### src/design/apc_pkg.sv
// ----------------------------------------------------------------------------
// apc_pkg
// Types, register codes, reset values and helper functions shared by the
// anaglyph pixel compositor.
// ----------------------------------------------------------------------------
package apc_pkg;

	typedef enum logic {
		ACT_WRITE = 1'b0,
		ACT_PIXEL = 1'b1
	} action_t;

	localparam logic [2:0] REG_SWAP       = 3'd0;
	localparam logic [2:0] REG_FORMAT     = 3'd1;
	localparam logic [2:0] REG_RED_MASK   = 3'd2;
	localparam logic [2:0] REG_GREEN_MASK = 3'd3;
	localparam logic [2:0] REG_BLUE_MASK  = 3'd4;

	localparam logic [2:0] FMT_15 = 3'd0;
	localparam logic [2:0] FMT_16 = 3'd1;
	localparam logic [2:0] FMT_24 = 3'd2;
	localparam logic [2:0] FMT_30 = 3'd3;
	localparam logic [2:0] FMT_32 = 3'd4;

	localparam logic [2:0] BYTES_2 = 3'd2;
	localparam logic [2:0] BYTES_3 = 3'd3;
	localparam logic [2:0] BYTES_4 = 3'd4;

	localparam int NumChan = 3;

	localparam logic [31:0] RECIP_255   = 32'h8080_8081;
	localparam int          RecipShift  = 39;
	localparam logic [15:0] ROUND_HALF  = 16'd127;

	localparam logic [31:0] MASK_RST [NumChan] = '{32'h00FF_0000, 32'h0000_FF00, 32'h0000_00FF};
	localparam logic [4:0]  SHIFT_RST [NumChan] = '{5'd16, 5'd8, 5'd0};
	localparam logic [31:0] NORM_RST  = 32'd255;
	localparam logic [63:0] PROD_RST  = 64'd255 * 64'(RECIP_255);

	typedef struct packed {
		logic [24:0] quot;
		logic [7:0]  rem;
		logic [4:0]  shift;
	} chan_scale_t;

	typedef struct packed {
		logic        swap;
		logic [2:0]  format;
		chan_scale_t red;
		chan_scale_t green;
		chan_scale_t blue;
	} cfg_t;

	typedef struct packed {
		logic        is_write;
		logic [7:0]  addr_a;
		logic [7:0]  addr_b;
		logic [23:0] wdata;
		logic        overlay;
		logic [2:0]  bytes;
	} entry_t;

	// Exact x/255 for x below 65280.
	function automatic logic [7:0] div255_small(input logic [15:0] x);
		logic [16:0] tmp;
		tmp = 17'(x) + 17'd1 + 17'(x[15:8]);
		return tmp[15:8];
	endfunction

	// Isolates the lowest set bit and encodes its position.
	function automatic logic [4:0] trailing_zeros(input logic [31:0] m);
		logic [31:0] lsb;
		logic [4:0]  tz;
		lsb = m & (~m + 32'd1);
		tz  = '0;
		for (int i = 0; i < 32; i++) begin
			if (lsb[i]) begin
				tz = tz | 5'(i);
			end
		end
		return tz;
	endfunction

endpackage

### src/design/apc_req_if.sv
// ----------------------------------------------------------------------------
// apc_req_if
// Request channel: palette writes and pixel items.
// ----------------------------------------------------------------------------
interface apc_req_if;
	logic       valid;
	logic       ready;
	logic       action;
	logic [7:0] palette_slot;
	logic [7:0] entry_red;
	logic [7:0] entry_green;
	logic [7:0] entry_blue;
	logic [7:0] left_eye_index;
	logic [7:0] right_eye_index;
	logic [7:0] current_index;

	modport source (
		output valid, action, palette_slot, entry_red, entry_green, entry_blue,
		       left_eye_index, right_eye_index, current_index,
		input  ready
	);
	modport sink (
		input  valid, action, palette_slot, entry_red, entry_green, entry_blue,
		       left_eye_index, right_eye_index, current_index,
		output ready
	);
endinterface

### src/design/apc_front.sv
// ----------------------------------------------------------------------------
// apc_front
// Accepts request items, resolves eye selection, overlay and byte count,
// drops pixels of an unknown format and hands entries to the queue.
// ----------------------------------------------------------------------------
module apc_front (
	input  logic                clk,
	input  logic                arst_n,
	apc_req_if.sink             request,
	input  apc_pkg::cfg_t       cfg,
	input  logic                full,
	output logic                push,
	output apc_pkg::entry_t     entry
);

	logic              valid_q;
	apc_pkg::entry_t   entry_q;
	apc_pkg::entry_t   entry_d;
	logic              keep;
	logic              overlay;
	logic              accept;

	assign request.ready = !valid_q || !full;
	assign accept        = request.valid && request.ready;
	assign push          = valid_q && !full;
	assign entry         = entry_q;

	always_comb begin
		overlay          = request.current_index != request.right_eye_index;
		entry_d          = '0;
		keep             = 1'b1;
		entry_d.overlay  = overlay;
		if (request.action == apc_pkg::ACT_WRITE) begin
			entry_d.is_write = 1'b1;
			entry_d.addr_a   = request.palette_slot;
			entry_d.wdata    = {request.entry_red, request.entry_green, request.entry_blue};
		end else begin
			keep = cfg.format <= apc_pkg::FMT_32;
			if (overlay) begin
				entry_d.addr_a = request.current_index;
				entry_d.addr_b = request.current_index;
			end else if (cfg.swap) begin
				entry_d.addr_a = request.right_eye_index;
				entry_d.addr_b = request.left_eye_index;
			end else begin
				entry_d.addr_a = request.left_eye_index;
				entry_d.addr_b = request.right_eye_index;
			end
			if (cfg.format inside {apc_pkg::FMT_15, apc_pkg::FMT_16}) begin
				entry_d.bytes = apc_pkg::BYTES_2;
			end else if (cfg.format == apc_pkg::FMT_24) begin
				entry_d.bytes = apc_pkg::BYTES_3;
			end else begin
				entry_d.bytes = apc_pkg::BYTES_4;
			end
		end
	end

	always_ff @(posedge clk or negedge arst_n) begin
		if (!arst_n) begin
			valid_q <= 1'b0;
		end else if (accept) begin
			valid_q <= keep;
		end else if (push) begin
			valid_q <= 1'b0;
		end
	end

	always_ff @(posedge clk) begin
		if (accept) begin
			entry_q <= entry_d;
		end
	end

endmodule

### src/flat_wrapper.sv
// flat-port wrapper written by rule: the top's interface ports become plain ports
module apc_front_flat 
  (clk, arst_n, cfg, full, push, entry, request_valid, request_action, request_palette_slot, request_entry_red, request_entry_green, request_entry_blue, request_left_eye_index, request_right_eye_index, request_current_index, request_ready);
  apc_req_if request_i ();
  input  logic clk;
  input  logic arst_n;
  input  apc_pkg::cfg_t cfg;
  input  logic full;
  output logic push;
  output apc_pkg::entry_t entry;
  input wire logic [$bits(request_i.valid)-1:0] request_valid;
  input wire logic [$bits(request_i.action)-1:0] request_action;
  input wire logic [$bits(request_i.palette_slot)-1:0] request_palette_slot;
  input wire logic [$bits(request_i.entry_red)-1:0] request_entry_red;
  input wire logic [$bits(request_i.entry_green)-1:0] request_entry_green;
  input wire logic [$bits(request_i.entry_blue)-1:0] request_entry_blue;
  input wire logic [$bits(request_i.left_eye_index)-1:0] request_left_eye_index;
  input wire logic [$bits(request_i.right_eye_index)-1:0] request_right_eye_index;
  input wire logic [$bits(request_i.current_index)-1:0] request_current_index;
  output wire logic [$bits(request_i.ready)-1:0] request_ready;
  assign request_i.valid = request_valid;
  assign request_i.action = request_action;
  assign request_i.palette_slot = request_palette_slot;
  assign request_i.entry_red = request_entry_red;
  assign request_i.entry_green = request_entry_green;
  assign request_i.entry_blue = request_entry_blue;
  assign request_i.left_eye_index = request_left_eye_index;
  assign request_i.right_eye_index = request_right_eye_index;
  assign request_i.current_index = request_current_index;
  assign request_ready = request_i.ready;
  apc_front u_core (.clk(clk), .arst_n(arst_n), .request(request_i), .cfg(cfg), .full(full), .push(push), .entry(entry));
endmodule
### config.mk
export PLATFORM = sky130hd
export DESIGN_NAME = apc_front_flat
export DESIGN_NICKNAME = d
export VERILOG_FILES = /design/src/design/apc_pkg.sv /design/src/design/apc_req_if.sv /design/src/design/apc_front.sv /design/src/flat_wrapper.sv
export SDC_FILE = /design/constraint.sdc
export NUM_CORES = 1
export LEC_CHECK = 0
export BUFFER_PORTS_ARGS = -buffer_cell sky130_fd_sc_hd__buf_4
export CELL_PAD_IN_SITES_DETAIL_PLACEMENT = 2
export CELL_PAD_IN_SITES_GLOBAL_PLACEMENT = 2
export CORE_ASPECT_RATIO = 0.9
export CORE_MARGIN = 5
export CORE_UTILIZATION = 17
export CTS_CLUSTER_DIAMETER = 120
export CTS_CLUSTER_SIZE = 40
export DETAILED_ROUTE_END_ITERATION = 6
export PLACE_DENSITY_LB_ADDON = 0.25
export SETUP_SLACK_MARGIN = 0.15
export SYNTH_ARGS = -nofsm -noshare
export SYNTH_HDL_FRONTEND = slang
export SYNTH_SLANG_ARGS = --single-unit
### constraint.sdc
create_clock -name clk -period 2 [get_ports clk]
set_clock_uncertainty 0.15 [all_clocks]
set_input_delay 0.2 -clock clk [delete_from_list [all_inputs] [get_ports clk]]
set_output_delay 0.2 -clock clk [all_outputs]
set_load 0.05 [all_outputs]
# == Yosys cells after proc, flatten, opt, wreduce, memory -nomap -nowiden ==
# Index checks and enable logic that the tools add are counted.
# classes
eq_ne,3
n_lt_le_gt_ge,1
n_reduce_logical,9
mux,9
bitwise_logic,1
# op_table
op,n
16-bit 2-to-1 mux,2
8-bit 2-to-1 mux,1
8-bit inequality test,1
1-bit 2-to-1 mux,4
2-bit nonzero test,2
3-bit by 1-bit == test with 1-bit output (second input constant),1
3-bit by 2-bit == test with 1-bit output (second input constant),1
3-bit less-or-equal comparator (second input constant),1
3-bit zero test,1
3-bit 2-to-1 mux,1
1-bit logical AND,2
1-bit zero test,2
2-bit 2-to-1 mux,1
2-bit OR reduction,1
1-bit logical OR,1
1-bit NOT,1
# word_totals
out_inout_bits,47
register_bits,46
input_bits,179

# == Depth between registers and ports, before layout ==
# depth
word_depth,4
depth_mapped,6

# == Worst setup path after synthesis ==
# OpenSTA, ideal clock, no wires.
# synth_timing
path_type,register to register
startpoint,reg u_core.valid_q
endpoint,reg u_core.entry_q (netlist bit u_core.entry[0]) (enable)
required_time_ns,1.443
stages_incl_launch_ff,3
path_slack_ns,-0.461
t_arrival_ns,1.904
period_less_slack_ns,2.461
cell_sequence,dfrtp_1 > nand2_1 > and2_1
# synth_between
elab_chain_len,3
# synth_lines
item,line,source
from (decl),apc_front.sv:16,logic valid_q;
from (signal assigned),apc_front.sv:63,valid_q <= keep;
1-bit zero test,apc_front.sv:23,assign request.ready = !valid_q || !full;
1-bit logical OR,apc_front.sv:23,
net request_ready,flat_wrapper.sv:20,output wire logic [$bits(request_i.ready)-1:0] request_ready;
1-bit logical AND,apc_front.sv:24,assign accept = request.valid && request.ready;
net u_core.accept,apc_front.sv:21,logic accept;
to (signal assigned),apc_front.sv:71,entry_q <= entry_d;
to (decl),apc_front.sv:17,apc_pkg::entry_t entry_q;
# The timed path passes the listed nets, and every way through them passes these cells.
# A chain may end at the register's enable or synchronous reset.

==> reports/results.tsv <==
stage	metric	value	unit
run_status	status	finished clean	
placed_design	gp_congestion	0.725	
sta	drv_slew	0	
yosys	syn-num-nets	347	
placed_design	port_buffers	111	
hold_path	hold_path_end	u_core.valid_q$_DFFE_PN0P_	
sta	max_slew_margin	73.3	%
grt	track_usage	9.51	%
sta	worstMarginPinSlew	0.401	ns
yosys	synth.distinct_cells	24	
floorplanning	fp.dieH	118	um
drt	dr.first_iter.drc_count	68	
drt	wirelength	7530	um
worst_setup_path	ff2ff_path_depth	3	
floorplanning	die_area	15400	um2
sta	finalCritPeriodShare	74.0	%
pwr	clock_power_share	31.6	%
worst_setup_path	critPathMaxFanout	13	
hold_path	hp-class	in2reg	
drt	met1Wirelength	3390	um
pwr	sw_frac_of_total	29.4	%
hold_path	hold-path-cell-count	3	
placed_design	hpwl	5540	um
cts	cts.clk_slew.worst_paths	0.07	ns
finish	final_common_cell	buf_4	
floorplanning	ioPinCount	226	
sta	setup_viol	0	
sta	fin_setup_tns	0	ns
pwr	p_per_area	757	nW/um2
worst_setup_path	worst-setup-path-type	in2reg	
worst_setup_path	end_kind	flop	
yosys	synth-seq-cells	46	
grt	grt-ovfl-total	0	
yosys	avgSynthCellArea	13.2	um2
finish	n_antenna_cell	0	
cts	insertion_delay	0.29	ns
drt	wl_per_cell	16.9	um
yosys	yosysTopAreaCellShare	61.1	%
cts	clock-sinks	46	
yosys	yosysTopAreaCell	edfxtp_1	
worst_setup_path	rrSetupSlack	0.59	ns
grt	grt_first_pass_wirelength	11400	um
drt	avgViaCountPerCell	4.09	
yosys	syn_inst	168	
finish	final_net_count	461	
finish	area_growth	54.3	%
worst_setup_path	cp.required	1.95	ns
sta	hold_viol_final	0	
worst_setup_path	rr_endpoint	u_core.entry[5]$_SDFFCE_PP0P_	
grt	antenna_found_initial	0	
grt	grt_max_degree	46	
drt	dr.pass1.iters	4	
floorplanning	start_util	17.4	%
sta	clock.fmax	676	MHz
worst_setup_path	reg2reg_from	u_core.valid_q$_DFFE_PN0P_	
floorplanning	core_area	12700	um2
finish	drive_above_1_share	47.3	%
drt	wl_met2	3290	um
cts	htreeDepth	2	
sta	rsz0062_at_grt	no	
worst_setup_path	cp.arrival	1.43	ns
cts	cts_root_buf	clkbuf_16	
pwr	internal_power	1820	uW
pwr	total_power	2580	uW
pwr	combPwrFrac	23.8	%
cts	cts_buffers	5	
cts	cts_tree	built	
drt	wl_met3	804	um
pwr	switching_power	760	uW
yosys	ys_warn_count	0	
grt	grt_pass1_vias	2028	
pwr	p_seq_share	44.6	%
cts	clock_path_buffers	2	
drt	highest-signal-layer	met4	
worst_setup_path	startpoint_type	primary input	
cts	cts_resized	0	
floorplanning	die_x	130	um
pwr	p_leak	0.00138	uW
finish	filler_cell_count	1412	
yosys	netlist_top_cells_area	edfxtp_1, nor2b_1, mux2i_1	
yosys	synth-seq-area-share	62.3	%
pwr	max-vdd-ir-drop	0.000269	V
drt	vias	1829	
drt	drtAntennaViolNets	0	
floorplanning	core.rowCount	39	
sta	holdWs	0.0206	ns
finish	final_cell_mix	buf_4, edfxtp_1, nor2b_1	
hold_path	min-delay-start	full	
yosys	synth_area	2210	um2
run	drv_cap	0	
sta	finalCriticalPeriod	1.48	ns
drt	drc	0	
==> power by group through the flow <==
stage / Sequential, uW / Clock (uW) / Combinational [uW]
after global routing: 1160 / 885 / 656
after floorplan: 1370 / 0 / 154
final: 1150 / 817 / 614
after detailed placement: 1170 / 0 / 623
after CTS: 1150 / 857 / 627
after global placement: 1170 / 0 / 617
==> registers in the layout, indices dropped and copies added, names as in the netlist <==
register / cells
u_core.entry: 45
u_core.valid_q: 1
==> worst max path at each step <==
stage / from / endpoint / slack [ns] / cells after the start
after global routing: request_right_eye_index[6] / u_core.entry[41]$_DFFE_PP_ / 0.40 / 6
after global placement: request_right_eye_index[6] / u_core.entry[39]$_DFFE_PP_ / 0.17 / 6
final: request_right_eye_index[6] / u_core.entry[38]$_DFFE_PP_ / 0.52 / 6
after floorplan: u_core.valid_q$_DFFE_PN0P_ / u_core.entry[0]$_SDFFCE_PP0P_ / 0.24 / 2
after detailed placement: request_right_eye_index[6] / u_core.entry[38]$_DFFE_PP_ / 0.17 / 6
after CTS: request_right_eye_index[6] / u_core.entry[39]$_DFFE_PP_ / 0.49 / 6
==> cell usage after synthesis <==
cell and n:
edfxtp_1 45, nor2b_1 25, nand2_1 11, a21oi_1 9
clkbuf_1 9, o211ai_1 9, inv_1 8, mux2i_1 8
o31ai_1 8, xnor2_1 8, o311ai_1 7, mux2_2 6
buf_2 2, mux2_1 2, nand4_2 2, a211oi_1 1
and2_1 1, buf_6 1, dfrtp_1 1, inv_2 1
nor2_1 1, nor4b_1 1, o311ai_2 1, or2_1 1
==> per-layer routing <==
metal	vias up	track usage, %
met5	-	0
met4	0	1.95
met3	4	4.10
met2	83	14.5
met1	890	12.6
li1	852	-
==> worst max-delay path, cell delays in order <==
cell and delay [ns]:
buf_4 0.12, xnor2_1 0.22, nand4_2 0.13, or2_1 0.25, buf_4 0.21, o311ai_1 0.30
==> cell type report <==
class                      instances  area (um2)  area share (%)
sequential                        46        1380            40.3
timing repair buffer             119         911            26.7
multi-input combinational        101         748            21.9
tap                              164         205            6.01
clock buffer                       6         129            3.78
inverter                           9        33.8           0.990
clock inverter                     2        8.76           0.257
==> cells by family after synthesis <==
family	Yosys count	synth area share (%)
buffers and inverters	21	4.02
muxes	16	7.70
AOI/OAI and AO/OA	35	11.7
and+or+nand+nor	42	11.2
DFF	46	62.3
xor gates and xnor gates	8	3.17
==> through the flow <==
stage	util, %	area [um2]	worst slack, ns	std cells
global route	26.8	3410	0.401	447
global placement	25.6	3250	0.174	437
CTS	26.8	3410	0.487	447
floorplan	-	2210	0.239	168
finish	26.8	3410	0.520	447
detailed placement	25.6	3250	0.169	437
==> repair_timing <==
item,4_1_cts,5_1_grt
hold endpoints to repair,2,0
setup endpoints to repair,0,0
setup buffers,0,0
hold buffers,2,0
Note: power is estimated with default switching activity, not from simulation.
