<file path="src/design/apc_pkg.sv">
// ----------------------------------------------------------------------------
// apc_pkg
// Types, register codes, reset values and helper functions shared by the
// anaglyph pixel compositor.
// ----------------------------------------------------------------------------
package apc_pkg;

	typedef enum logic {
		ACT_WRITE = 1'b0,
		ACT_PIXEL = 1'b1
	} action_t;

	localparam logic [2:0] REG_SWAP       = 3'd0;
	localparam logic [2:0] REG_FORMAT     = 3'd1;
	localparam logic [2:0] REG_RED_MASK   = 3'd2;
	localparam logic [2:0] REG_GREEN_MASK = 3'd3;
	localparam logic [2:0] REG_BLUE_MASK  = 3'd4;

	localparam logic [2:0] FMT_15 = 3'd0;
	localparam logic [2:0] FMT_16 = 3'd1;
	localparam logic [2:0] FMT_24 = 3'd2;
	localparam logic [2:0] FMT_30 = 3'd3;
	localparam logic [2:0] FMT_32 = 3'd4;

	localparam logic [2:0] BYTES_2 = 3'd2;
	localparam logic [2:0] BYTES_3 = 3'd3;
	localparam logic [2:0] BYTES_4 = 3'd4;

	localparam int NumChan = 3;

	localparam logic [31:0] RECIP_255   = 32'h8080_8081;
	localparam int          RecipShift  = 39;
	localparam logic [15:0] ROUND_HALF  = 16'd127;

	localparam logic [31:0] MASK_RST [NumChan] = '{32'h00FF_0000, 32'h0000_FF00, 32'h0000_00FF};
	localparam logic [4:0]  SHIFT_RST [NumChan] = '{5'd16, 5'd8, 5'd0};
	localparam logic [31:0] NORM_RST  = 32'd255;
	localparam logic [63:0] PROD_RST  = 64'd255 * 64'(RECIP_255);

	typedef struct packed {
		logic [24:0] quot;
		logic [7:0]  rem;
		logic [4:0]  shift;
	} chan_scale_t;

	typedef struct packed {
		logic        swap;
		logic [2:0]  format;
		chan_scale_t red;
		chan_scale_t green;
		chan_scale_t blue;
	} cfg_t;

	typedef struct packed {
		logic        is_write;
		logic [7:0]  addr_a;
		logic [7:0]  addr_b;
		logic [23:0] wdata;
		logic        overlay;
		logic [2:0]  bytes;
	} entry_t;

	// Exact x/255 for x below 65280.
	function automatic logic [7:0] div255_small(input logic [15:0] x);
		logic [16:0] tmp;
		tmp = 17'(x) + 17'd1 + 17'(x[15:8]);
		return tmp[15:8];
	endfunction

	// Isolates the lowest set bit and encodes its position.
	function automatic logic [4:0] trailing_zeros(input logic [31:0] m);
		logic [31:0] lsb;
		logic [4:0]  tz;
		lsb = m & (~m + 32'd1);
		tz  = '0;
		for (int i = 0; i < 32; i++) begin
			if (lsb[i]) begin
				tz = tz | 5'(i);
			end
		end
		return tz;
	endfunction

endpackage

</file>
<file path="src/design/apc_regs.sv">
// ----------------------------------------------------------------------------
// apc_regs
// Configuration registers. Each channel mask is normalized into norm_q;
// its quotient and remainder by 255 are registered after product prod_q.
// ----------------------------------------------------------------------------
module apc_regs (
	input  logic                clk,
	input  logic                arst_n,
	input  logic                wr_en,
	input  logic [2:0]          reg_index,
	input  logic [31:0]         wr_data,
	output apc_pkg::cfg_t       cfg
);

	logic                       swap_q;
	logic [2:0]                 format_q;
	apc_pkg::chan_scale_t       scale [apc_pkg::NumChan];

	always_ff @(posedge clk or negedge arst_n) begin
		if (!arst_n) begin
			swap_q   <= 1'b0;
			format_q <= apc_pkg::FMT_32;
		end else if (wr_en) begin
			case (reg_index)
				apc_pkg::REG_SWAP:   swap_q   <= wr_data[0];
				apc_pkg::REG_FORMAT: format_q <= wr_data[2:0];
				default: ;
			endcase
		end
	end

	for (genvar c = 0; c < apc_pkg::NumChan; c++) begin : g_chan
		localparam logic [2:0] ChanIdx = apc_pkg::REG_RED_MASK + 3'(c);

		logic [31:0] mask_q;
		logic [4:0]  shift_q;
		logic [31:0] norm_q;
		logic [63:0] prod_q;
		logic [24:0] quot_q;
		logic [7:0]  rem_q;
		logic [24:0] quot_next;
		logic [31:0] rem_next;

		assign quot_next = prod_q[apc_pkg::RecipShift +: 25];
		assign rem_next  = norm_q - ((32'(quot_next) << 8) - 32'(quot_next));

		always_ff @(posedge clk or negedge arst_n) begin
			if (!arst_n) begin
				mask_q  <= apc_pkg::MASK_RST[c];
				shift_q <= apc_pkg::SHIFT_RST[c];
				norm_q  <= apc_pkg::NORM_RST;
				prod_q  <= apc_pkg::PROD_RST;
				quot_q  <= 25'd1;
				rem_q   <= 8'd0;
			end else begin
				if (wr_en && reg_index == ChanIdx) begin
					mask_q  <= wr_data;
					shift_q <= apc_pkg::trailing_zeros(wr_data);
				end
				norm_q <= mask_q >> shift_q;
				prod_q <= 64'(norm_q) * 64'(apc_pkg::RECIP_255);
				quot_q <= quot_next;
				rem_q  <= rem_next[7:0];
			end
		end

		assign scale[c] = '{quot: quot_q, rem: rem_q, shift: shift_q};
	end

	assign cfg.swap   = swap_q;
	assign cfg.format = format_q;
	assign cfg.red    = scale[0];
	assign cfg.green  = scale[1];
	assign cfg.blue   = scale[2];

endmodule

</file>
<file path="config.mk">
export PLATFORM = sky130hd
export DESIGN_NAME = apc_regs
export DESIGN_NICKNAME = d
export VERILOG_FILES = /design/src/design/apc_pkg.sv /design/src/design/apc_regs.sv
export SDC_FILE = /design/constraint.sdc
export NUM_CORES = 2
export LEC_CHECK = 0
export BUFFER_PORTS_ARGS = -buffer_cell sky130_fd_sc_hd__buf_4
export CORE_ASPECT_RATIO = 1.1
export CORE_MARGIN = 1.5
export CORE_UTILIZATION = 60
export CTS_BUF_LIST = sky130_fd_sc_hd__clkbuf_4 sky130_fd_sc_hd__clkbuf_8 sky130_fd_sc_hd__clkbuf_16
export DETAILED_ROUTE_END_ITERATION = 6
export PLACE_DENSITY = 0.88
export SLEW_MARGIN = 20
export SYNTH_ARGS = -nofsm -noshare
export SYNTH_HDL_FRONTEND = slang
export SYNTH_SLANG_ARGS = --single-unit
</file>
<file path="constraint.sdc">
create_clock -name clk -period 5.65 [get_ports clk]
set_clock_uncertainty 0.1 [all_clocks]
set_input_delay 1.13 -clock clk [delete_from_list [all_inputs] [get_ports clk]]
set_output_delay 1.13 -clock clk [all_outputs]
set_load 0.02 [all_outputs]
</file>
**Word level (Yosys, flattened, before mapping)**

Cells that the tools add are included.

- Register bits: 502
- Latch bits: 0
- RAM bits: 0
- ROM bits: 0
- Input bits: 38
- Memories kept: 0

- Add/sub/neg operators: 7
- $mul: 3
- Divide/modulo/power cells: 0
- $lt $le $gt $ge: 0
- Equality and inequality tests: 6
- Shift operators: 3
- Mux-type cells: 193
- Bitwise gates (word level): 2
- Reductions and logical operators: 6

Operators by type and width:

| cell | number |
|---|---|
| $mux W5 | 144 |
| $mul A32 B32 Y64 const B | 3 |
| $mux W4 | 24 |
| $shr A32 B5 Y32 | 3 |
| $mux W3 | 14 |
| $add A32 B1 Y32 const B | 1 |
| $and A32 B32 Y32 | 1 |
| $not A32 Y32 | 1 |
| $sub A1 B8 Y8 const A | 3 |
| $sub A8 B8 Y8 | 3 |
| $mux W2 | 6 |
| $eq A3 B2 Y1 const B | 2 |
| $mux W1 | 5 |
| $ne A2 B1 Y1 const B | 2 |
| $reduce_and A2 Y1 | 2 |
| $eq A3 B1 Y1 const B | 1 |
| $eq A3 B3 Y1 const B | 1 |
| $logic_and A1 B1 Y1 | 3 |
| $logic_not A3 Y1 | 1 |

**Longest topological paths before layout**

- Depth after elaboration: 65
- Gate-level depth with buffers: 20
- Mapped depth without buffers: 20

**Worst setup path before layout**

Ideal clock, no wire load.

- Path kind: register to register
- Start point: reg g_chan[2].norm_q[2]
- End point: reg g_chan[2].prod_q[61]
- Library setup time: 0.066 ns
- Arrival time: 4.948 ns
- Data required time: 5.484 ns
- Setup slack: 0.536 ns
- Cell stages (with the launch flop): 19
- Period minus slack after synthesis: 5.114 ns
- Cell sequence: dfstp_2 ha_1 ha_1 xor2_1 ha_1 fa_1 fa_1 ha_1 ha_1 a21o_1 a21o_1 a221o_1 a221o_1 o21ai_2 a21oi_2 o2111ai_4 a311oi_2 o21ai_2 o31a_1

- Longest elaborated chain between the ends: 1

RTL lines:

| item | line | source |
|---|---|---|
| from (decl) | apc_regs.sv:37 | `logic [31:0] norm_q;` |
| from (signal assigned) | apc_regs.sv:51 | `norm_q <= apc_pkg::NORM_RST;` |
| from (signal assigned) | apc_regs.sv:60 | `norm_q <= mask_q >> shift_q;` |
| $mul A32 B32 Y64 | apc_regs.sv:61 | `prod_q <= 64'(norm_q) * 64'(apc_pkg::RECIP_255);` |
| to (signal assigned) | apc_regs.sv:52 | `prod_q <= apc_pkg::PROD_RST;` |
| to (signal assigned) | apc_regs.sv:61 |  |
| to (decl) | apc_regs.sv:38 | `logic [63:0] prod_q;` |

Every way passes these cells.
A chain may end at the register's enable or synchronous reset.

**Worst setup path in the final report**

- Start point: reg g_chan[2].norm_q[10]
- End point: reg g_chan[2].prod_q[62]

The elaborated chain is that of the path after synthesis.

==> run summary <==
The flow ran to the end, and the final reports show no timing, DRC or antenna violations. The synthesized design contains 0 enable-type register cells. The number of nets in the synthesized netlist was 4114; the number of buffers and inverters on the critical path was 0.

The worst hold path belongs to the class reg -> reg. For the via count of the first global-routing pass, the log shows 26100. In this design, the largest share of critical-path delay is due to adder cells. The width of the chip is 230 um.

The tools report the capturing element type of the critical path as a flip-flop. The slowest cell on the critical path is sky130_fd_sc_hd__fa_1. The count of final hold-check violations was 0; the synthesized instance count was 3116. The last weighted congestion value of the routability-driven placer was 0.990. The run gives 56000 um2 as the placeable core region.

The synthesis-to-finish area growth came out at 10.8%. The worst hold path begins at g_chan[1].prod_q[51]. In the post-route analysis, the smallest setup slack over all paths is 0.127 ns. The worst path uses 97.8% of the clock period. The share of async-settable or async-resettable flops after synthesis is 100%. By area the synthesized netlist is led by sky130_fd_sc_hd__ha_1, sky130_fd_sc_hd__dfrtp_1, sky130_fd_sc_hd__fa_1. The wire length of the first global-routing pass was 138000 um. For this run, the number of Yosys warnings is 0. The tools report the startpoint of the worst setup timing path as g_chan[2].norm_q[10].

After clock tree synthesis, the clock-pin slew on the worst setup and hold paths is 0.07 ns. At the placement stage, the worst setup path has a slack of 0.0822 ns. At the pin with the least slew margin, the transition time is 1.02 ns. The die covers 58100 um2. Summed over all layers, the global routing overflow is 0. The worst path in the final design needs a cycle of 5.52 ns, including I/O delays and setup.

The mapped netlist covers 34000 um2. Of all nets on the critical path, the largest fanout is 4. Headroom to the max-slew limit came out at 32.0%. The highest clock frequency the design can meet came out at 181 MHz.

The biggest area contributor in the post-synthesis netlist is sky130_fd_sc_hd__ha_1. Count of antenna diodes in the layout: 0. The share of post-route cells with drive strength above 1 was 16.6%. In this run the number of H-tree levels came out at 2. The critical path launch point type is a flip-flop. The largest net degree at the start of global routing was 128.

Averaged over all synthesized cells, the footprint is 10.9 um2. The number of buffers on the longest clock path came out at 3. The reg-to-reg critical path startpoint was g_chan[2].norm_q[10].

For this configuration, the core starts out at a cell density of 60.7%. The area share of the largest cell type after synthesis is 30.6%, and the required time of the critical path is 6.06 ns. Pin placement for this block handled 156 I/O pins. The commonest register cell after synthesis is sky130_fd_sc_hd__dfrtp_1. The first detailed-routing pass ran for 5 iterations.

TritonCTS built the clock tree. In this run the vertical extent of the chip is 253 um. Dividing the detail-routed via count by the number of cells gives 6.20. After the last flow step, the layout net total stands at 4280. The clock latency on the worst-skew pair was 0.60 ns.

Once detail routing completed, the nets flagged for antenna violations numbered 0. By instance count, the leading cell after synthesis is sky130_fd_sc_hd__ha_1. After legalization and detailed placement, the total HPWL measured 67400 um. By instance count, the cell type seen most on the critical path is sky130_fd_sc_hd__ha_1.

For the number of antenna violations at the first check in global routing, the log shows 1. Start-to-end type of the worst setup path: reg -> reg. The count of unresolved DRC violations after routing was 0; the combined global-route utilization of all metal layers was 30.1%.

After detailed routing, the average wire length per cell comes to 21.3 um. In the synthesized netlist, the cells that appear most often are sky130_fd_sc_hd__ha_1, sky130_fd_sc_hd__dfrtp_1, sky130_fd_sc_hd__inv_1, sky130_fd_sc_hd__a21oi_1, sky130_fd_sc_hd__nand2_1. The run gives 385 as the clock sink count. The logs give 86600 um for the sum of routed wire length over all layers and 0 for the number of pins with negative max-slew slack in the final report. The largest single stage delay on the critical path is 0.51 ns. After floorplanning, the core was divided into 91 placement rows. In this run, synthesis produced a sequential element count of 385. The count of vias placed by the detailed router is 25100. The sequential element share of the synthesized area came out at 28.5%. Setup violations remaining at the end of the flow were counted as 0. The synthesized netlist contains 76 unique library cells. The tool flagged a number of max-cap violations equal to 0. In this run the clock root is driven by a sky130_fd_sc_hd__clkbuf_16. The number of buffers added on ports is 155. For the detailed router's first-iteration violation count, the log shows 1687. Walking the worst path, the cells encountered are ha_1, ha_4, xor2_1, ha_1, fa_1, fa_1, ha_1, ha_1, a21o_1, a21o_1, a221o_1, a221o_1, o21ai_4, a21oi_4, o2111ai_4, a311oi_2, o21ai_2, xnor2_1. TritonCTS created 41 clock buffers.

The arrival time reported for the critical path endpoint came out at 5.93 ns.
-- routing by layer --
| metal | wire, um | up-vias | part of all wire [%] | GRT usage, % |
|---|---|---|---|---|
| met5 | 0 | - | 0 | 0 |
| met4 | 5770 | 0 | 6.7 | 17.7 |
| li1 | - | 11600 | - | - |
| met1 | 33900 | 12300 | 39 | 36.2 |
| met2 | 41400 | 964 | 48 | 50.7 |
| met3 | 5550 | 362 | 6.4 | 5.08 |
-- worst reg2reg max path, cell delays in order, from the launching register on --
cell and delay, ns:
sky130_fd_sc_hd__dfrtp_1 0.46, sky130_fd_sc_hd__ha_1 0.38, sky130_fd_sc_hd__ha_4 0.31, sky130_fd_sc_hd__xor2_1 0.18, sky130_fd_sc_hd__ha_1 0.27, sky130_fd_sc_hd__fa_1 0.51, sky130_fd_sc_hd__fa_1 0.43, sky130_fd_sc_hd__ha_1 0.29
sky130_fd_sc_hd__ha_1 0.33, sky130_fd_sc_hd__a21o_1 0.17, sky130_fd_sc_hd__a21o_1 0.17, sky130_fd_sc_hd__a221o_1 0.36, sky130_fd_sc_hd__a221o_1 0.40, sky130_fd_sc_hd__o21ai_4 0.21, sky130_fd_sc_hd__a21oi_4 0.10, sky130_fd_sc_hd__o2111ai_4 0.24
sky130_fd_sc_hd__a311oi_2 0.15, sky130_fd_sc_hd__o21ai_2 0.21, sky130_fd_sc_hd__xnor2_1 0.15
-- cells in the final DEF (no fill, tap or decap), types with 12 or more instances in the layout --
| master | netlist | layout |
|---|---|---|
| sky130_fd_sc_hd__xnor2_1 | 60 | 60 |
| sky130_fd_sc_hd__and2_1 | 12 | 12 |
| sky130_fd_sc_hd__o21bai_1 | 20 | 20 |
| sky130_fd_sc_hd__nand2b_1 | 21 | 21 |
| sky130_fd_sc_hd__nand4_1 | 29 | 29 |
| sky130_fd_sc_hd__o22ai_1 | 24 | 24 |
| sky130_fd_sc_hd__nor2_1 | 165 | 165 |
| sky130_fd_sc_hd__inv_1 | 230 | 230 |
| sky130_fd_sc_hd__clkbuf_16 | 0 | 43 |
| sky130_fd_sc_hd__clkbuf_4 | 0 | 12 |
| sky130_fd_sc_hd__mux2_2 | 137 | 137 |
| sky130_fd_sc_hd__mux4_2 | 42 | 42 |
| sky130_fd_sc_hd__xor2_1 | 38 | 38 |
| sky130_fd_sc_hd__dfrtp_1 | 328 | 328 |
| sky130_fd_sc_hd__nor2b_1 | 43 | 43 |
| sky130_fd_sc_hd__nor3_1 | 26 | 25 |
| sky130_fd_sc_hd__mux2i_1 | 78 | 78 |
| sky130_fd_sc_hd__nand3_1 | 18 | 17 |
| sky130_fd_sc_hd__a211oi_1 | 35 | 34 |
| sky130_fd_sc_hd__ha_1 | 831 | 829 |
| sky130_fd_sc_hd__buf_4 | 1 | 204 |
| sky130_fd_sc_hd__fa_1 | 129 | 129 |
| sky130_fd_sc_hd__a21oi_1 | 213 | 213 |
| sky130_fd_sc_hd__a21o_1 | 56 | 56 |
| sky130_fd_sc_hd__dfstp_2 | 57 | 57 |
| sky130_fd_sc_hd__o21ai_0 | 111 | 108 |
| sky130_fd_sc_hd__nand2_1 | 173 | 173 |
-- logic make-up after synthesis --
family                   after synthesis  share of synthesized area (%)
XOR/XNOR                              98                           2.52
flip-flops                           385                           28.5
adder cells (fa/ha/maj)              960                           38.2
buffers and inverters                321                           3.57
AND/OR/NAND/NOR                      545                           7.58
multiplexers                         257                           9.61
AO/OA/AOI/OAI                        550                           10.0
-- metrics by stage --
stage	std cells	setup TNS (ns)	utilization [%]	hold WS (ns)	cell area, um2
2_1_floorplan	3116	0	-	0.231	34000
3_3_place_gp	3980	0	64.6	0.232	36200
3_5_place_dp	3980	0	64.6	0.235	36200
4_1_cts	4055	0	67.1	0.246	37600
5_1_grt	4058	-0.128	67.3	0.251	37700
6_report	4058	0	67.3	0.243	37700
-- flip-flops by register name, indices dropped and copies added, names as in the netlist --
register	flops
g_chan.norm_q	96
g_chan.prod_q	75
swap_q	1
format_q	3
g_chan.quot_q	75
g_chan.rem_q	24
g_chan.mask_q	96
g_chan.shift_q	15
-- timing repair --
| action | in CTS | in global routing |
|---|---|---|
| endpoints found under the hold margin | 0 | 0 |
| endpoints found under the setup margin | 0 | 26 |
| resized for setup | 0 | 14 |
| hold buffers | 0 | 0 |
| buffers inserted | 0 | 3 |
-- worst paths after layout --
check / end / slack, ns / cells after the start
setup / recovery: g_chan[2].prod_q[62] / 0.13 / 18
hold / removal: g_chan[1].quot_q[12] / 0.24 / 0
setup reg to reg: g_chan[2].prod_q[62] / 0.13 / 18
hold reg to reg: g_chan[1].quot_q[12] / 0.24 / 0
max in group asynchronous: g_chan[0].mask_q[27] / 3.91 / 2
min in group asynchronous: g_chan[1].quot_q[2] / 0.44 / 1
-- final cells by class --
type | instances | area [um2]
clock buffers | 60 | 1230
clock inverters | 15 | 146
fillers | 4003 | 18300
inverters | 236 | 886
multi-input cells | 2410 | 23200
flip-flops and latches | 385 | 9710
well taps | 744 | 931
repair buffers | 208 | 1610
Power is not shown: default switching activity piles up to over one toggle a cycle in this logic, so the estimate is an artifact.
