`config.mk`:
```
export PLATFORM = sky130hd
export DESIGN_NAME = apc_queue
export DESIGN_NICKNAME = d
export VERILOG_FILES = /design/src/design/apc_pkg.sv /design/src/design/apc_queue.sv
export SDC_FILE = /design/constraint.sdc
export NUM_CORES = 1
export LEC_CHECK = 0
export BUFFER_PORTS_ARGS = -buffer_cell sky130_fd_sc_hd__clkbuf_2
export CELL_PAD_IN_SITES_DETAIL_PLACEMENT = 1
export CELL_PAD_IN_SITES_GLOBAL_PLACEMENT = 1
export CORE_ASPECT_RATIO = 1.75
export CORE_MARGIN = 3
export CORE_UTILIZATION = 50
export DETAILED_ROUTE_END_ITERATION = 16
export PLACE_DENSITY = 0.83
export SYNTH_ARGS = -nofsm -noshare
export SYNTH_HDL_FRONTEND = slang
export SYNTH_SLANG_ARGS = --single-unit
```
`constraint.sdc`:
```
create_clock -name clk -period 3.7 [get_ports clk]
set_input_delay 0.185 -clock clk [delete_from_list [all_inputs] [get_ports clk]]
set_output_delay 0.185 -clock clk [all_outputs]
set_load 0.1 [all_outputs]
```
`src/design/apc_pkg.sv`:
```
// ----------------------------------------------------------------------------
// apc_pkg
// Types, register codes, reset values and helper functions shared by the
// anaglyph pixel compositor.
// ----------------------------------------------------------------------------
package apc_pkg;

	typedef enum logic {
		ACT_WRITE = 1'b0,
		ACT_PIXEL = 1'b1
	} action_t;

	localparam logic [2:0] REG_SWAP       = 3'd0;
	localparam logic [2:0] REG_FORMAT     = 3'd1;
	localparam logic [2:0] REG_RED_MASK   = 3'd2;
	localparam logic [2:0] REG_GREEN_MASK = 3'd3;
	localparam logic [2:0] REG_BLUE_MASK  = 3'd4;

	localparam logic [2:0] FMT_15 = 3'd0;
	localparam logic [2:0] FMT_16 = 3'd1;
	localparam logic [2:0] FMT_24 = 3'd2;
	localparam logic [2:0] FMT_30 = 3'd3;
	localparam logic [2:0] FMT_32 = 3'd4;

	localparam logic [2:0] BYTES_2 = 3'd2;
	localparam logic [2:0] BYTES_3 = 3'd3;
	localparam logic [2:0] BYTES_4 = 3'd4;

	localparam int NumChan = 3;

	localparam logic [31:0] RECIP_255   = 32'h8080_8081;
	localparam int          RecipShift  = 39;
	localparam logic [15:0] ROUND_HALF  = 16'd127;

	localparam logic [31:0] MASK_RST [NumChan] = '{32'h00FF_0000, 32'h0000_FF00, 32'h0000_00FF};
	localparam logic [4:0]  SHIFT_RST [NumChan] = '{5'd16, 5'd8, 5'd0};
	localparam logic [31:0] NORM_RST  = 32'd255;
	localparam logic [63:0] PROD_RST  = 64'd255 * 64'(RECIP_255);

	typedef struct packed {
		logic [24:0] quot;
		logic [7:0]  rem;
		logic [4:0]  shift;
	} chan_scale_t;

	typedef struct packed {
		logic        swap;
		logic [2:0]  format;
		chan_scale_t red;
		chan_scale_t green;
		chan_scale_t blue;
	} cfg_t;

	typedef struct packed {
		logic        is_write;
		logic [7:0]  addr_a;
		logic [7:0]  addr_b;
		logic [23:0] wdata;
		logic        overlay;
		logic [2:0]  bytes;
	} entry_t;

	// Exact x/255 for x below 65280.
	function automatic logic [7:0] div255_small(input logic [15:0] x);
		logic [16:0] tmp;
		tmp = 17'(x) + 17'd1 + 17'(x[15:8]);
		return tmp[15:8];
	endfunction

	// Isolates the lowest set bit and encodes its position.
	function automatic logic [4:0] trailing_zeros(input logic [31:0] m);
		logic [31:0] lsb;
		logic [4:0]  tz;
		lsb = m & (~m + 32'd1);
		tz  = '0;
		for (int i = 0; i < 32; i++) begin
			if (lsb[i]) begin
				tz = tz | 5'(i);
			end
		end
		return tz;
	endfunction

endpackage

```
`src/design/apc_queue.sv`:
```
// ----------------------------------------------------------------------------
// apc_queue
// Small FIFO of classified entries between the front and back parts.
// ----------------------------------------------------------------------------
module apc_queue #(
	parameter int DEPTH = 4
) (
	input  logic                clk,
	input  logic                arst_n,
	input  logic                push,
	input  apc_pkg::entry_t     push_entry,
	output logic                full,
	input  logic                pop,
	output logic                head_valid,
	output apc_pkg::entry_t     head
);

	localparam int PtrW = (DEPTH > 1) ? $clog2(DEPTH) : 1;
	localparam int CntW = $clog2(DEPTH + 1);

	apc_pkg::entry_t   slots_q [DEPTH];
	logic [PtrW-1:0]   wr_ptr_q;
	logic [PtrW-1:0]   rd_ptr_q;
	logic [CntW-1:0]   count_q;
	logic              do_pop;

	assign full       = count_q == CntW'(DEPTH);
	assign head_valid = count_q != '0;
	assign head       = slots_q[rd_ptr_q];
	assign do_pop     = pop && head_valid;

	always_ff @(posedge clk or negedge arst_n) begin
		if (!arst_n) begin
			wr_ptr_q <= '0;
			rd_ptr_q <= '0;
			count_q  <= '0;
		end else begin
			if (push) begin
				wr_ptr_q <= (wr_ptr_q == PtrW'(DEPTH - 1)) ? '0 : wr_ptr_q + 1'b1;
			end
			if (do_pop) begin
				rd_ptr_q <= (rd_ptr_q == PtrW'(DEPTH - 1)) ? '0 : rd_ptr_q + 1'b1;
			end
			if (push && !do_pop) begin
				count_q <= count_q + 1'b1;
			end else if (do_pop && !push) begin
				count_q <= count_q - 1'b1;
			end
		end
	end

	always_ff @(posedge clk) begin
		if (push) begin
			slots_q[wr_ptr_q] <= push_entry;
		end
	end

endmodule

```
### Word-level counts from Yosys, hierarchy flattened

Memories as Yosys holds them, arrays and structs flattened.
Index checks and enable logic that the tools add are counted.

| word-level totals | value |
|---|---|
| bits in writable memories | 180 |
| word-level logic and storage cells | 24 |
| bits of input ports | 49 |
| memories | 1 |
| bits in registers | 7 |
| output and inout bits | 47 |

Memories:

| memory | depth | width | rd ports | clocked after memory_dff | write ports | line | source |
|---|---|---|---|---|---|---|---|
| slots_q | 4 | 45 | 1 | 0 | 1 | apc_queue.sv:21 | `apc_pkg::entry_t slots_q [DEPTH];` |

| cells by class | value |
|---|---|
| reduce and logical (&&, ||, !) cells | 7 |
| add/subtract/negate cells | 4 |
| multiplexer cells | 6 |
| equal/unequal tests | 3 |

Operators with widths:

| kind | number |
|---|---|
| 3-bit two-way mux | 2 |
| 2-bit by 1-bit adder with 2-bit output (second input constant) | 2 |
| 2-bit == test (second input constant) | 2 |
| 2-bit two-way mux | 2 |
| 3-bit by 1-bit adder with 3-bit output (second input constant) | 1 |
| 3-bit == test (second input constant) | 1 |
| 1-bit logical AND | 3 |
| 3-bit nonzero test | 1 |
| 3-bit by 1-bit subtractor with 3-bit output (second input constant) | 1 |
| 1-bit zero test | 2 |
| 1-bit two-way mux | 2 |
| 2-bit nonzero test | 1 |

### Longest topological paths before layout

Gate-level depths: netlist of the first run.

| depth | value |
|---|---|
| word-level depth | 5 |
| gate-level depth with buffers | 8 |
| gate-level depth less buffers | 8 |

### Worst setup path before layout of the first run

OpenSTA, ideal clock, no wires.

| path | value |
|---|---|
| path type | register to output |
| start point | register count_q[0] |
| end point | output full |
| data required time | 3515 ps |
| stages on the path, launching flop included | 2 |
| path slack | 863 ps |
| arrival | 2652 ps |
| path through | dfrtp_1 > nor3b_1 |

| between the ends | value |
|---|---|
| word-level cells in the longest chain between the ends | 1 |

RTL lines:

| element | line | source |
|---|---|---|
| start, declared | apc_queue.sv:24 | `logic [CntW-1:0] count_q;` |
| start signal, assigned | apc_queue.sv:45 | `count_q <= count_q + 1'b1;` |
| start signal, assigned | apc_queue.sv:47 | `count_q <= count_q - 1'b1;` |
| 3-bit == test | apc_queue.sv:27 | `assign full = count_q == CntW'(DEPTH);` |
| end, declared | apc_queue.sv:12 | `output logic full,` |

No other way between the ends.

==> summary.md, run 1 <==
| Metric | Value |
|---|---|
| CTS Buf Count | `17` |
| Critical path endpoint category | `primary output` |
| Nets | `482` |
| H-tree depth | `4` |
| Die Wd | `94.9 um` |
| Via Count | `3302` |
| Synth async-reset ratio | `3.74%` |
| First-pass GRT wire length | `20.8 mm` |
| Post-synth EDFFs | `180` |
| Initial Utilization | `51.4%` |
| RSZ-0062 raised after global routing | `false` |
| Buffers on Ports | `95` |
| Syn nets | `about 330` |
| Crit-path max FO | `48` |
| Reg2reg path depth | `8` |
| ANT nets after route | `0` |
| Core area | `13500 um2` |
| Post-DP HPWL | `8.04 mm` |
| Synth Flop Type | `edfxtp_1` |
| Main combinational cell family by area after synthesis | `multiplexers` |
| Drt pass-1 iters | `4` |
| I/O pin total | `96` |
| Worst hold margin | `0.0229 ns` |
| CTS tree | `done` |
| Layout cell share with drive strength beyond 1 | `41.8%` |
| GP Congestion | `0.708` |
| Synthesized-area fraction occupied by adder cells | `1.38%` |
| Row cnt | `56` |
| CP Class | `register to primary output` |
| Netlist cell types | `18` |
| Clk Latency, worst-skew pair | `0.41 ns` |
| Most frequent cell after synthesis | `edfxtp_1` |
| Avg Inst Size Synth | `about 25 um2` |
| Number of fill cells in the layout | `roughly 1200` |
| Wire per inst | `21.6 um` |
| GRT Total Usage | `19.0%` |
| Yosys reg bits | `187` |
| Setup TNS | `0 ns` |
| DR vias/cell | `approximately 5.4` |
| Post-route insts no fill | `613` |
| Synth cell count leaders | `edfxtp_1, mux4_2, dfrtp_1` |
| Vias in the first global route | `3668` |
| Initial antenna violation count | `1` |
| Hold crit path type | `primary input to register` |
| XOR/XNOR share of the synthesized area | `0.380%` |
| Area delta synth->final | `24.4%` |
| Crit path DAT | `between 2 and 3 ns` |
| Post-synthesis compound-gate area fraction | `less than 1%` |
| Worst path slowest cell | `dfrtp_4` |
| Root Driver | `clkbuf_16` |
| R2R Setup Slk | `1.51 ns` |
| Clk slew on worst S/H paths | `0.07 ns` |
| CTS Buffer Depth | `2` |
| DRT Wirelength | `roughly 13 mm` |
| Simple-gate share of the synthesized area | `0.959%` |
| Ys Warns | `0` |
| Setup bufs post-CTS | `0` |
| Critical Path Source | `rd_ptr_q[0]` |
| Tightest Pin Transition | `1.14 ns` |
| # clock sinks | `approximately 190` |
| Seq/Total Area, Yosys | `80.7%` |
| Status | `complete, no violations` |
| Synthesized area | `6910 um2` |
| Post-Synthesis Cells | `272` |
| Maxcap violations | `0` |
| Post-synthesis mux area share | `15.1%` |
| Die area | `15300 um2` |
| Crit path cell chain | `mux4_2 -> clkbuf_2` |
| Final Hold Fails | `0` |
| Slew headroom | `24.0%` |
| CP endpoint | `head[43]` |
| Residual DRC | `0` |
| Startpoint types | `register` |
| DP Area | `7580 um2` |
| Inst Count DP | `536` |
| Largest net degree at the start of global routing | `between 40 and 50` |
| Yosys top cell area share | `just under 80%` |
| Starting DRT DRC Count | `around 270` |
| Setup-failing EPs final | `0` |
| Final Skew | `a little under 0.01 ns` |
| Multi-input logic area | `1250 um2` |
| Max frequency | `0.370 GHz` |
| Synth area leader | `edfxtp_1` |
| Register Area | `approximately 5600 um2` |
| Design Area, Final | `8600 um2` |
| GR Overflow Total | `0` |
| Fin crit share | `~73%` |
| Area contributors post-synth | `edfxtp_1, mux4_2, dfrtp_1, ha_1, buf_6` |
| Reg2reg end | `count_q[2]` |
| Die H | `162 um` |
| Reg-to-Reg Start | `count_q[0]` |
| Slew Viols, Final | `0` |
| Final min period | `2.70 ns` |
| Delay of the slowest cell on the worst path | `1.04 ns` |
| CP required | `3.51 ns` |
-- placed cells by master, fill, tap and decap left out, types with 2 or more instances in the layout --
cell type	instances
and2_2	4
buf_4	5
bufinv_16	2
clkbuf_1	2
clkbuf_16	17
clkbuf_2	95
clkinv_4	4
clkinvlp_4	2
dfrtp_1	5
dlygate4sd3_1	45
edfxtp_1	180
ha_1	6
inv_1	3
inv_6	3
mux2_2	3
mux4_2	45
nand2_1	3
nor2_1	3
o21ai_0	2
xor2_1	2
-- registers in the layout, summed over array words and instances (netlist names) --
name,count
wr_ptr_q,2
slots_q,180
rd_ptr_q,2
count_q,3
-- per-layer routing --
layer  wire, um  vias to the layer above  global-route usage (%)  part of all wire, %
met5          0                        -                       0                    0
met4        174                        0                    7.16                  1.3
met3        533                       13                    4.01                  4.0
met2       7440                      101                    33.0                   56
met1       5100                     1729                    23.2                   38
li1           -                     1459                       -                    -
-- logic make-up after synthesis --
group / after synthesis
AO/OA/AOI/OAI: 2
XOR/XNOR: 3
adder cells (fa/ha/maj): 7
buffers and inverters: 13
flip-flops: 187
multiplexers: 48
AND/OR/NAND/NOR: 12
-- critical path: cells and delay by family, from the launching register on --
kind | cells | cell delay, ns
buffers and inverters | 1 | 0.40
DFF | 1 | 1.04
muxes | 1 | 0.65
-- layout make-up --
type                       count  share of cell area [%]
antenna                        1                  0.0291
timing repair buffer         145                    11.2
tap                          174                    2.53
clock inverter                12                    1.63
clock buffer                  19                    5.03
sequential                   187                    64.9
inverter                       3                   0.131
multi-input combinational     72                    14.5
-- how the worst min path moves through the flow --
stage	from	end	slack [ns]	cells past startpoint
floorplan	arst_n	count_q[0]	-0.11	0
CTS	push_entry[3]	slots_q[3][3]	0.001	1
finish	push_entry[3]	slots_q[3][3]	0.02	1
global placement	arst_n	wr_ptr_q[1]	0.03	1
detailed placement	arst_n	wr_ptr_q[1]	0.03	1
global route	push_entry[3]	slots_q[3][3]	0.007	1
-- metrics by stage --
| step | setup WS [ns] | util [%] |
|---|---|---|
| after CTS | 0.910 | 63.8 |
| after global placement | 1.37 | 56.3 |
| after detailed placement | 1.37 | 56.3 |
| final | 0.998 | 64.0 |
| after global routing | 0.811 | 64.0 |
| after floorplan | 0.863 | - |
-- repair_timing --
| item | 4_1_cts | 5_1_grt |
|---|---|---|
| gates resized for setup | 0 | 0 |
| hold endpoints to repair | 173 | 8 |
| hold buffers | 43 | 2 |
Power of run 1 is not shown: default switching activity piles up to over one toggle a cycle in this logic, so the estimate is an artifact.
==> inputs of run 2 (changes only) <==
==> constraint.sdc (replaced) <==
create_clock -name clk -period 2.6 [get_ports clk]
set_input_delay 0.13 -clock clk [delete_from_list [all_inputs] [get_ports clk]]
set_output_delay 0.13 -clock clk [all_outputs]
set_load 0.1 [all_outputs]
==> run 2 against run 1 <==
  * Global-route usage up 1.8 points
  * First-iteration DRC count fell by 29%
  * Sequential share of layout area decreased by 1.2 points
  * Die area unchanged
  * Flip-flop and latch count is the same
  * Highest routed layer unchanged
  * Count of clock-buffer cells in the layout grew 3
  * Final area grew 1.8%
  * Non-clock buffer count up 6
  * Register-to-register slack got worse by 1.1 ns
  * Critical path depth up 1
  * Via count up 2.2%
==> summary.md, run 2 (same netlist as run 1, synthesis figures left out) <==
| Metric | Value |
|---|---|
| Initial antenna violation count | `0` |
| Post-DP HPWL | `8.70 mm` |
| GRT Total Usage | `a little over a fifth` |
| Crit path DAT | `2.24 ns` |
| Slew Viols, Final | `0` |
| Startpoint types | `register` |
| ANT nets after route | `0` |
| Worst hold margin | `0.0465 ns` |
| Layout cell share with drive strength beyond 1 | `42.7%` |
| Tightest Pin Transition | `0.577 ns` |
| Max frequency | `approximately 0.42 GHz` |
| Commonest non-fill, non-tap cell in the layout | `edfxtp_1` |
| Starting DRT DRC Count | `about 190` |
| Largest net degree at the start of global routing | `46` |
| Row cnt | `56` |
| Critical path endpoint category | `primary output` |
| Reg-to-Reg Start | `count_q[0]` |
| Maxcap violations | `0` |
| I/O pin total | `96` |
| Antenna Cells | `0` |
| Via Count | `3374` |
| # clock sinks | `187` |
| Die Wd | `94.9 um` |
| Cts repair resizes | `0` |
| Critical Path Source | `rd_ptr_q[0]` |
| Vias in the first global route | `about 3800` |
| Die H | `about 160 um` |
| Status | `complete, no violations` |
| Crit-path max FO | `13` |
| Commonest cells after routing, fill and taps aside | `edfxtp_1, clkbuf_2, dlygate4sd3_1, mux4_2, clkbuf_16` |
| Final min period | `2.37 ns` |
| Max FFs per register | `180` |
| First-pass GRT wire length | `roughly 22 mm` |
| Drt pass-1 iters | `4` |
| Largest regs | `slots_q (180), count_q (3)` |
| Reg2reg path depth | `8` |
| CTS Buffer Depth | `2` |
| Most flops, register | `slots_q` |
| CTS tree | `done` |
| Clk slew on worst S/H paths | `0.07 ns` |
| RSZ-0062 raised after global routing | `false` |
| Hold crit path type | `primary input to register` |
| Initial Utilization | `between 50 and 60%` |
| Min-Delay Path Depth | `2` |
| Number of fill cells in the layout | `~1100` |
| DRT Wirelength | `14.9 mm` |
| Setup TNS | `0 ns` |
| Nets | `about 490` |
| Area delta synth->final | `26.7%` |
| H-tree depth | `4` |
| CTS Buf Count | `17` |
| Wire per inst | `between 20 and 25 um` |
| DR vias/cell | `about 5.5` |
| Residual DRC | `0` |
| Slew headroom | `61.7%` |
| Final Skew | `roughly 0.0076 ns` |
| Core area | `13500 um2` |
| Hold Startpoint | `push` |
| Final Hold Fails | `0` |
| Fin crit share | `91.3%` |
| Root Driver | `clkbuf_16` |
| Multi-input logic area | `roughly 1300 um2` |
| Buffers on Ports | `95` |
| CP required | `2.47 ns` |
| Setup-failing EPs final | `0` |
| Register Area | `5590 um2` |
| GP Congestion | `between 0.7 and 0.8` |
| Clk Latency, worst-skew pair | `0.42 ns` |
| Die area | `15300 um2` |
| CP Class | `register to primary output` |
| GR Overflow Total | `0` |
## run 2: cell count changes in the layout (fill, tap and decap cells not counted), sizes merged
| cell | before | now |
|---|---|---|
| buf | 5 | 10 |
| dlygate4sd3 | 45 | 46 |
| clkbuf | 114 | 117 |
| clkinv | 5 | 2 |
| diode | 1 | 0 |
| clkinvlp | 2 | 5 |
| inv | 6 | 4 |
## run 2: worst paths after layout
kind,to,slack [ns]
max reg2reg,count_q[2],0.37
min in group asynchronous,wr_ptr_q[1],0.08
max,head[40],0.23
min reg2reg,count_q[2],0.52
min,wr_ptr_q[1],0.05
max in group asynchronous,rd_ptr_q[0],2.31
## run 2: worst max-delay path, cell delays in order, from the launching register on
cell and delay (ns):
dfrtp_4 0.62, buf_4 0.26, mux4_2 0.54, clkbuf_2 0.40
## run 2: timing repair
item | 4_1_cts | 5_1_grt
hold buffers | 46 | 0
endpoints found under the hold margin | 187 | 0
setup endpoints to repair | 0 | 16
setup buffers | 0 | 1
## run 2: area by class of cell
class                   instances  area share (%)
clock buffers                  22            5.30
clock inverters                10            1.37
inverters                       3           0.129
multi-input cells              72            14.3
flip-flops and latches        187            63.8
well taps                     174            2.49
repair buffers                151            12.6
## run 2: metrics by stage
step / area [um2] / worst slack, ns / instances / utilization, %
floorplan: 6920 / 0.381 / 272 / -
global placement: 7690 / 0.532 / 540 / 57.1
detailed placement: 7690 / 0.341 / 540 / 57.1
CTS: 8730 / 0.00103 / 618 / 64.9
global route: 8760 / 0.126 / 619 / 65.1
finish: 8760 / 0.227 / 619 / 65.1
## run 2: layer usage
metal / vias up / part of all wire (%) / track usage, %
li1: 1464 / - / -
met5: - / 0 / 0
met4: 0 / 2.2 / 8.21
met2: 98 / 57 / 37.4
met1: 1786 / 37 / 23.8
met3: 26 / 4.0 / 4.71
Power of run 2 is left out for the same reason.
==> inputs of run 3 (changes only) <==
--- a/config.mk
+++ b/config.mk
@@ -11,8 +11,10 @@
 export CORE_ASPECT_RATIO = 1.75
 export CORE_MARGIN = 3
 export CORE_UTILIZATION = 50
+export CTS_CLUSTER_DIAMETER = 80
 export DETAILED_ROUTE_END_ITERATION = 16
-export PLACE_DENSITY = 0.83
+export PLACE_DENSITY_LB_ADDON = 0.1
+export RECOVER_POWER = 25
 export SYNTH_ARGS = -nofsm -noshare
 export SYNTH_HDL_FRONTEND = slang
 export SYNTH_SLANG_ARGS = --single-unit
==> run 3 against run 2 <==
  * Critical path depth unchanged
  * Critical endpoint is now head[38]
  * Flip-flop and latch count unchanged
  * Count of clock-buffer cells in the layout down 4
  * Non-clock buffer count rose by 2
  * Maximum frequency increased by 1.9%
  * Wire length down 13%
  * Utilization shrank 0.25 points
  * Worst hold slack improved by 0.050 ns
  * Register-to-register slack better by 0.10 ns
  * First-iteration DRC count fell by 4.8%
  * Setup slack improved by 0.043 ns
  * Via count fell by 1.8%
==> summary.md, run 3 (same netlist as run 1, synthesis figures left out) <==
| Metric | Value |
|---|---|
| Row cnt | `56` |
| R2R Setup Slk | `0.47 ns` |
| # clock sinks | `roughly 190` |
| Crit-path max FO | `13` |
| Setup-failing EPs final | `0` |
| Clk slew on worst S/H paths | `0.06 ns` |
| DRT Wirelength | `about 13 mm` |
| Starting DRT DRC Count | `roughly 180` |
| Via Count | `3314` |
| Most flops, register | `slots_q` |
| Hold endpoint | `rd_ptr_q[0]` |
| RSZ-0062 raised after global routing | `false` |
| Maxcap violations | `0` |
| Area delta synth->final | `26.2%` |
| First-pass GRT wire length | `20.6 mm` |
| Layout cell share with drive strength beyond 1 | `37.1%` |
| Drt pass-1 iters | `4` |
| Reg-to-Reg Start | `count_q[0]` |
| Slew Viols, Final | `0` |
| Fin crit share | `89.6%` |
| Root Driver | `clkbuf_16` |
| Crit path max-delay family | `buffers and inverters` |
| CTS tree | `done` |
| I/O pin total | `between 90 and 100` |
| Residual DRC | `0` |
| Status | `complete, no violations` |
| Final min period | `2.33 ns` |
| Wire per inst | `20.9 um` |
| Commonest non-fill, non-tap cell in the layout | `edfxtp_1` |
| DR vias/cell | `5.34` |
| WP buf/inv | `2` |
| Clk Latency, worst-skew pair | `between 0.4 and 0.5 ns` |
| Largest net degree at the start of global routing | `46` |
| Max frequency | `approximately 0.43 GHz` |
| Worst hold margin | `0.0965 ns` |
| Critical path endpoint category | `primary output` |
| Max FFs per register | `180` |
| Slew headroom | `between 60% and 70%` |
| Buffers on Ports | `95` |
| Die Wd | `94.9 um` |
| Antenna Cells | `0` |
| Initial Utilization | `51.4%` |
| Number of fill cells in the layout | `about 1200` |
| Nets | `~500` |
| Hold crit path type | `primary input to register` |
| Final Skew | `0.00803 ns` |
| Tightest Pin Transition | `roughly 0.6 ns` |
| Crit path cell chain | `clkbuf_16 -> mux4_2 -> clkbuf_2` |
| GP Congestion | `0.698` |
| Reg2reg path depth | `8` |
| Largest regs | `slots_q (180), count_q (3)` |
| CTS Buffer Depth | `2` |
| Delay of the slowest cell on the worst path | `0.62 ns` |
| Worst path slowest cell | `dfrtp_4` |
| Min-Delay Path Depth | `3` |
| Pre-CTS WS | `0.472 ns` |
| Post-DP HPWL | `approximately 8.0 mm` |
| Final Hold Fails | `0` |
| Vias in the first global route | `between 3000 and 4000` |
| CTS Buf Count | `17` |
| Reg2reg end | `count_q[2]` |
| Commonest cells after routing, fill and taps aside | `edfxtp_1, clkbuf_2, dlygate4sd3_1, mux4_2, clkbuf_1` |
| Cts repair resizes | `0` |
| ANT nets after route | `0` |
| Crit path DAT | `2.20 ns` |
| Final WS setup | `0.270 ns` |
| Initial antenna violation count | `0` |
| H-tree depth | `4` |
| Core area | `13500 um2` |
| Startpoint types | `register` |
| GR Overflow Total | `0` |
| GRT Total Usage | `18.6%` |
| CP Class | `register to primary output` |
| CP required | `2.47 ns` |
| Setup TNS | `0 ns` |
| Die area | `15300 um2` |
| Die H | `162 um` |
| Hold Startpoint | `pop` |
## run 3: cell types whose count changed in the layout (fill, tap and decap cells not counted), moves of 2 or more
cell,before,now
clkbuf_1,3,28
clkbuf_8,2,0
clkinvlp_4,5,3
clkinv_4,1,3
bufinv_16,2,0
clkbuf_2,95,68
inv_8,0,5
## run 3: metal layers
metal	track usage, %	share of wire, %
met1	22.8	39
met2	31.7	55
met3	4.01	3.6
met4	7.62	2.6
met5	0	0
## run 3: timing repair
| action | 4_1_cts | 5_1_grt |
|---|---|---|
| setup buffers | 0 | 1 |
| hold buffers | 47 | 0 |
| endpoints found under the setup margin | 0 | 6 |
| endpoints found under the hold margin | 188 | 0 |
## run 3: tightest hold or removal path, stage by stage
cell and delay [ns]:
clkbuf_2 0.08, nand2_1 0.11, mux2_2 0.16
## run 3: how the worst max path moves through the flow
stage,startpoint,end,slack (ns),cells after the start
floorplan,count_q[0],count_q[2],0.38,8
global placement,count_q[0],count_q[2],0.53,8
detailed placement,count_q[0],count_q[2],0.47,8
CTS,rd_ptr_q[0],head[41],0.04,3
global route,rd_ptr_q[0],head[17],0.16,3
finish,rd_ptr_q[0],head[38],0.27,3
## run 3: area by class of cell
type	count	area [um2]	area share, %
Clock buffer	18	429	4.92
Tap cell	174	218	2.49
Sequential cell	187	5590	64.0
Inverter	3	11.3	0.129
Multi-Input combinational cell	72	1250	14.4
Timing Repair Buffer	153	1100	12.6
Clock inverter	14	128	1.46
## run 3: metrics by stage
stage	util (%)	instance area (um2)	cells
6_report	64.9	8730	621
5_1_grt	64.9	8730	621
4_1_cts	64.9	8730	620
3_5_place_dp	57.3	7710	541
3_3_place_gp	57.3	7710	541
2_1_floorplan	-	6920	272
Power of run 3 is left out for the same reason.
